--- src/rtl/sbad_pkg.sv ---
// ----------------------------------------------------------------------------
// sbad_pkg
// Shared types and constants of the segment bus access decoder.
// ----------------------------------------------------------------------------
package sbad_pkg;

  // Store geometry; both depths are powers of two so an index wraps by truncation
  localparam int unsigned RAM_WORDS     = 524288;
  localparam int unsigned RAM_AW        = $clog2(RAM_WORDS);
  localparam int unsigned SCRATCH_WORDS = 256;
  localparam int unsigned SCR_AW        = $clog2(SCRATCH_WORDS);

  // Address map
  localparam logic [31:0] PHYS_MASK   = 32'h1FFF_FFFF;
  localparam logic [31:0] RAM_END     = 32'h0020_0000;
  localparam logic [31:0] MIRROR_LAST = 32'h007F_FFFF;
  localparam logic [31:0] SCR_BASE    = 32'h1F80_0000;
  localparam logic [31:0] SCR_END     = 32'h1F80_0400;
  localparam logic [31:0] IO_BASE     = 32'h1F80_1000;
  localparam logic [31:0] IO_END      = 32'h1F80_2000;
  localparam logic [31:0] BIOS_BASE   = 32'h1FC0_0000;
  localparam logic [31:0] BIOS_END    = 32'h1FC8_0000;

  localparam logic [2:0] SEG_KSEG0 = 3'b100;
  localparam logic [2:0] SEG_KSEG1 = 3'b101;

  typedef enum logic {
    KIND_READ  = 1'b0,
    KIND_WRITE = 1'b1
  } sbad_kind_e;

  typedef enum logic [1:0] {
    SZ_BYTE = 2'd0,
    SZ_HALF = 2'd1,
    SZ_WORD = 2'd2
  } sbad_size_e;

  typedef enum logic [2:0] {
    ST_LOCAL     = 3'd0,
    ST_BIOS_RD   = 3'd1,
    ST_IO        = 3'd2,
    ST_MISALIGN  = 3'd3,
    ST_UNMAPPED  = 3'd4,
    ST_ROM_WRITE = 3'd5
  } sbad_status_e;

  typedef enum logic [1:0] {
    TGT_NONE = 2'd0,
    TGT_MAIN = 2'd1,
    TGT_SCR  = 2'd2
  } sbad_tgt_e;

  // Decoded access, carried from acceptance to the store stage
  typedef struct packed {
    logic                write;
    sbad_status_e        status;
    sbad_tgt_e           tgt;
    logic [RAM_AW-1:0]   idx;
    logic [31:0]         lanes;
    logic [4:0]          shift;
    logic [4:0]          lane_shift;
    logic [28:0]         ext_address;
    logic [31:0]         rdata;
    logic [31:0]         wdata;
  } sbad_dec_t;

  // Last store write, for forwarding to a read issued in the same cycle
  typedef struct packed {
    logic              valid;
    sbad_tgt_e         tgt;
    logic [RAM_AW-1:0] idx;
    logic [31:0]       word;
  } sbad_byp_t;

endpackage

--- src/rtl/sbad_decode.sv ---
// ----------------------------------------------------------------------------
// sbad_decode
// Alignment check, segment stripping and address map lookup of one access.
// ----------------------------------------------------------------------------
module sbad_decode import sbad_pkg::*; (
  input  logic        kind_i,
  input  logic [1:0]  access_size_i,
  input  logic [31:0] virt_address_i,
  input  logic [31:0] write_data_i,
  output sbad_dec_t   dec_o
);

  logic [31:0] phys;
  logic [31:0] lanes;
  logic [4:0]  shift;
  logic        size_ok;
  logic        misalign;
  logic        wr;

  always_comb begin
    wr = (kind_i == KIND_WRITE);

    if ((virt_address_i[31:29] == SEG_KSEG0) || (virt_address_i[31:29] == SEG_KSEG1) ||
        (virt_address_i[31:30] == 2'b00)) begin
      phys = virt_address_i & PHYS_MASK;
    end else begin
      phys = virt_address_i;
    end

    size_ok  = 1'b1;
    misalign = 1'b0;
    case (access_size_i)
      SZ_BYTE: begin
        lanes = 32'h0000_00FF;
        shift = {phys[1:0], 3'b000};
      end
      SZ_HALF: begin
        lanes    = 32'h0000_FFFF;
        shift    = {phys[1], 4'b0000};
        misalign = virt_address_i[0];
      end
      SZ_WORD: begin
        lanes    = 32'hFFFF_FFFF;
        shift    = 5'd0;
        misalign = |virt_address_i[1:0];
      end
      default: begin
        lanes   = 32'hFFFF_FFFF;
        shift   = 5'd0;
        size_ok = 1'b0;
      end
    endcase

    dec_o             = '0;
    dec_o.write       = wr;
    dec_o.status      = ST_LOCAL;
    dec_o.tgt         = TGT_NONE;
    dec_o.lanes       = lanes;
    dec_o.shift       = shift;
    dec_o.wdata       = write_data_i;

    if (!size_ok) begin
      dec_o.status = ST_UNMAPPED;
      dec_o.rdata  = wr ? 32'd0 : 32'hFFFF_FFFF;
    end else if (misalign) begin
      dec_o.status = ST_MISALIGN;
      dec_o.rdata  = wr ? 32'd0 : lanes;
    end else if ((phys < RAM_END) ||
                 ((phys <= MIRROR_LAST) && (wr || (access_size_i == SZ_WORD)))) begin
      // fold the mirror onto the base 2 MB
      dec_o.tgt = TGT_MAIN;
      dec_o.idx = RAM_AW'(phys[20:2]);
    end else if ((phys >= SCR_BASE) && (phys < SCR_END)) begin
      dec_o.tgt = TGT_SCR;
      dec_o.idx = RAM_AW'(SCR_AW'(phys[9:2]));
    end else if ((phys >= IO_BASE) && (phys < IO_END)) begin
      dec_o.status      = ST_IO;
      dec_o.ext_address = {phys[28:2], 2'b00};
      dec_o.lane_shift  = shift;
    end else if ((phys >= BIOS_BASE) && (phys < BIOS_END)) begin
      if (wr) begin
        dec_o.status = ST_ROM_WRITE;
      end else begin
        dec_o.status      = ST_BIOS_RD;
        dec_o.ext_address = {10'd0, phys[18:2], 2'b00};
        dec_o.lane_shift  = shift;
      end
    end else begin
      dec_o.status = ST_UNMAPPED;
      dec_o.rdata  = wr ? 32'd0 : lanes;
    end
  end

endmodule

--- config.mk ---
export PLATFORM = sky130hd
export DESIGN_NAME = sbad_decode
export DESIGN_NICKNAME = d
export VERILOG_FILES = /design/src/rtl/sbad_pkg.sv /design/src/rtl/sbad_decode.sv
export SDC_FILE = /design/constraint.sdc
export NUM_CORES = 1
export LEC_CHECK = 0
export BUFFER_PORTS_ARGS = -buffer_cell sky130_fd_sc_hd__buf_4
export CORE_AREA = 2 2 88 90
export DETAILED_ROUTE_END_ITERATION = 12
export DIE_AREA = 0 0 90 92
export PLACE_DENSITY = 0.57
export SLEW_MARGIN = 20
export SYNTH_ARGS = -nofsm -noshare
export SYNTH_HDL_FRONTEND = slang
export SYNTH_SLANG_ARGS = --single-unit
--- constraint.sdc ---
create_clock -name vclk -period 2.4
set_input_delay 0 -clock vclk [all_inputs]
set_output_delay 0 -clock vclk [all_outputs]
set_load 0.01 [all_outputs]
# [Word-level counts from Yosys, hierarchy flattened]
# Index checks and enable logic that the tools add are counted.
[totals] reg_bits=0 input_bits=67 output_inout_bits=160 wordCells=53
[classes] n_lt_le_gt_ge=8 n_eq_ne=4 mux=29 n_reduce_logical=12
[ops] op="32-bit two-way mux" count=7
[ops] op="34-bit two-way mux" count=5
[ops] op="66-bit two-way mux" count=2
[ops] op="32-bit by 29-bit greater-or-equal comparator with 1-bit output, second input constant" count=3
[ops] op="32-bit by 29-bit less-than comparator with 1-bit output, second input constant" count=3
[ops] op="21-bit two-way mux" count=4
[ops] op="32-bit case mux with 2 select lines" count=1
[ops] op="32-bit by 23-bit <= comparator with 1-bit output, second input constant" count=1
[ops] op="32-bit by 22-bit less-than comparator with 1-bit output, second input constant" count=1
[ops] op="3-bit two-way mux" count=7
[ops] op="5-bit case mux with 2 select lines" count=1
[ops] op="3-bit == test, second input constant" count=2
[ops] op="1-bit logical AND" count=4
[ops] op="2-bit zero test" count=2
[ops] op="1-bit logical OR" count=4
[ops] op="3-bit OR reduction" count=1
[ops] op="2-bit by 1-bit == test with 1-bit output, second input constant" count=1
[ops] op="2-bit == test, second input constant" count=1
[ops] op="1-bit case mux with 2 select lines" count=1
[ops] op="2-bit OR reduction" count=1
[ops] op="1-bit two-way mux" count=1

# [Depth between registers and ports, before layout]
[logic_depth] ltp_word=12 depth_mapped=9 ltp_nobuf=7

# [Worst setup path before layout]
# OpenSTA, ideal clock, no wires.
[synth_path] kind="input-to-output" startpoint="input port access_size_i[0]" endpoint="output port dec_o[49] (netlist bit)" t_arrival_ns=2.327 setup_slack_ns=0.073 cell_stages=6 path_cell_list="inv_1 ha_1 nor2_1 nor2_1 nor3_1 buf_4"
[synth_lines] element="start, declared" line_no="sbad_decode.sv:7" text="input logic [1:0] access_size_i,"
[synth_lines] element="end, declared" line_no="sbad_decode.sv:10" text="output sbad_dec_t dec_o"

==> results.sh <==
export IMPL_cts_resized=0
export IMPL_drc=0
export IMPL_synth_common_cells="104 x buf_4, 28 x and3_1, 15 x nor2_1"
export IMPL_start_util=0.189
export IMPL_setup_viol_count_final=0
export IMPL_grtUsageTotal=0.0841
export IMPL_cts_setup_buffers=0
export IMPL_slew_headroom=0.504
export IMPL_placed_area_mm2=0.00186
export IMPL_synth_avg_cell_area_um2=6.93
export IMPL_min_to="dec_o[2]"
export IMPL_path_class="in2out"
export IMPL_arrival_ns=1.84
export IMPL_seq_area_frac_synth=0
export IMPL_synth_top_cell_area_share=0.555
export IMPL_design_area_mm2=0.00186
export IMPL_port_buffers=141
export IMPL_wl_per_cell_um=11.4
export IMPL_hold_violations=0
export IMPL_n_antenna_cell=0
export IMPL_required_ns=2.40
export IMPL_io_pins=227
export IMPL_timing_fmax_mhz=543
export IMPL_synthTopCellsByArea="buf_4 56%, and3_1 12%, and2_1 5.3%, nor2_1 4.0%, ha_1 3.6%"
export IMPL_gp_congestion=0.718
export IMPL_core_rowCount=32
export IMPL_holdWs_ns=0.00000392
export IMPL_cellPowerDensity_mw_per_mm2=147
export IMPL_startpoint_type="input port"
export IMPL_core_mm2=0.00745
export IMPL_endpoint_kind="output port"
export IMPL_rsz0062_at_grt="no"
export IMPL_first_iter_violations=26
export IMPL_antenna_left=0
export IMPL_layout_min_cycle_time_ns=1.84
export IMPL_status="finished clean"
export IMPL_syn_inst=203
export IMPL_tightest_slew_ns=0.743
export IMPL_finalCritPeriodShare=0.767
export IMPL_drt_pre_antenna_iters=3
export IMPL_clkbuf_count=0
export IMPL_hold_path_class="in2out"
export IMPL_final_net_count=328
export IMPL_dieArea_mm2=0.00828
export IMPL_area_delta_synth_final_pct=32.6
export IMPL_path_max_fanout=12
export IMPL_hpwl_um=3450
export IMPL_min_from="write_data_i[2]"
export IMPL_final_seq_area_um2=0
export IMPL_antenna_found_initial=0
export IMPL_grt_overflow=0
export IMPL_fin_tns_setup_ns=0
export IMPL_grt_max_degree=28
export IMPL_yosysMostFrequentCell="buf_4"
export IMPL_yosysUniqueCellTypes=30
export IMPL_die_h_um=92
export IMPL_syn_area_mm2=0.00141
export IMPL_yosysTopAreaCell="buf_4"
export IMPL_ctsHoldBuffers=0
export IMPL_hold_path_depth=0
export IMPL_nFlopsAndLatches=0
export IMPL_slew_violations=0
export IMPL_grt_pass1_wl_um=5870
export IMPL_grt_pass1_vias=1155
export IMPL_layout_drive_gt1_share=0.580
export IMPL_peakVddDrop_mv=0.0501
export IMPL_max_cap_violations=0
export IMPL_routed_via_count=1313
export IMPL_synth_warnings=0
export IMPL_leakagePower_nw=1.16
export IMPL_dieWidth_um=90
export IMPL_drt_total_wl_um=4050
export IMPL_via_per_inst=3.68
-- cell usage in the layout, fill, tap and decap left out, drive strengths merged --
| cell | Yosys | routed |
|---|---|---|
| nor4 | 2 | 2 |
| o21ai | 1 | 1 |
| and2 | 12 | 12 |
| and4 | 1 | 1 |
| a21boi | 1 | 1 |
| nor4b | 1 | 1 |
| or2 | 1 | 1 |
| buf | 108 | 144 |
| nor2b | 1 | 1 |
| conb | 2 | 20 |
| nor2 | 15 | 15 |
| and3 | 28 | 28 |
| o21bai | 1 | 1 |
| nand3 | 3 | 3 |
| a31oi | 1 | 1 |
| a21oi | 2 | 2 |
| inv | 3 | 3 |
| and3b | 1 | 1 |
| nand4b | 2 | 2 |
| o211ai | 1 | 1 |
| nand2 | 5 | 5 |
| ha | 4 | 4 |
| nor3 | 4 | 4 |
| o311ai | 1 | 1 |
-- cell families (layout without fill, tap and decap cells) --
logic type,after synthesis,after routing,share of synthesized area
AOI/OAI and AO/OA,8,8,0.0374
adders and majority gates,4,4,0.0356
buffers and inverters,113,147,0.592
other,2,20,0.00534
and+or+nand+nor,76,76,0.330
-- cell type report --
type	count	area [um2]
timing repair buffer	144	1080
fill	855	5580
inverter	3	11.3
tap	102	128
multi-input combinational	108	644
-- worst max path at each step --
| stage | cells past startpoint | end | slack (ns) | startpoint |
|---|---|---|---|---|
| final | 8 | dec_o[148] | 0.56 | access_size_i[0] |
| after global routing | 10 | dec_o[60] | 0.31 | access_size_i[0] |
| after CTS | 8 | dec_o[146] | 0.51 | access_size_i[0] |
| after detailed placement | 8 | dec_o[146] | 0.51 | access_size_i[0] |
| after global placement | 7 | dec_o[79] | 0.44 | access_size_i[0] |
| after floorplan | 6 | dec_o[49] | 0.07 | access_size_i[0] |
-- metal layers --
layer  part of all wire  track usage  wire (um)  vias up
met3               0.11       0.0164        429       18
li1                   -            -          -      641
met2               0.49        0.156       1990       95
met5                  0            0          0        -
met4              0.023       0.0218         93        0
met1               0.38       0.0987       1540      559
-- per-stage QoR --
stage | setup WS (ns) | power [mW] | cells | util
final | 0.559 | 0.275 | 357 | 0.250
after global routing | 0.308 | 0.299 | 357 | 0.250
after CTS | 0.506 | 0.280 | 357 | 0.250
after detailed placement | 0.511 | 0.280 | 357 | 0.250
after global placement | 0.437 | 0.275 | 357 | 0.250
after floorplan | 0.0727 | 0.265 | 221 | -
-- where the power goes --
part	leakage (nW)	switching, mW	internal, mW
clock	0	0	0
combinational	1.16	0.139	0.136
sequential	0	0	0
total	1.16	0.139	0.136
-- critical path: stages --
cell	delay, ns
buf_4	0.10
inv_1	0.05
ha_1	0.31
a21boi_1	0.15
or2_1	0.35
nor2_1	0.55
and2_1	0.22
buf_4	0.12
No activity file was read; power rests on OpenSTA's default activity.
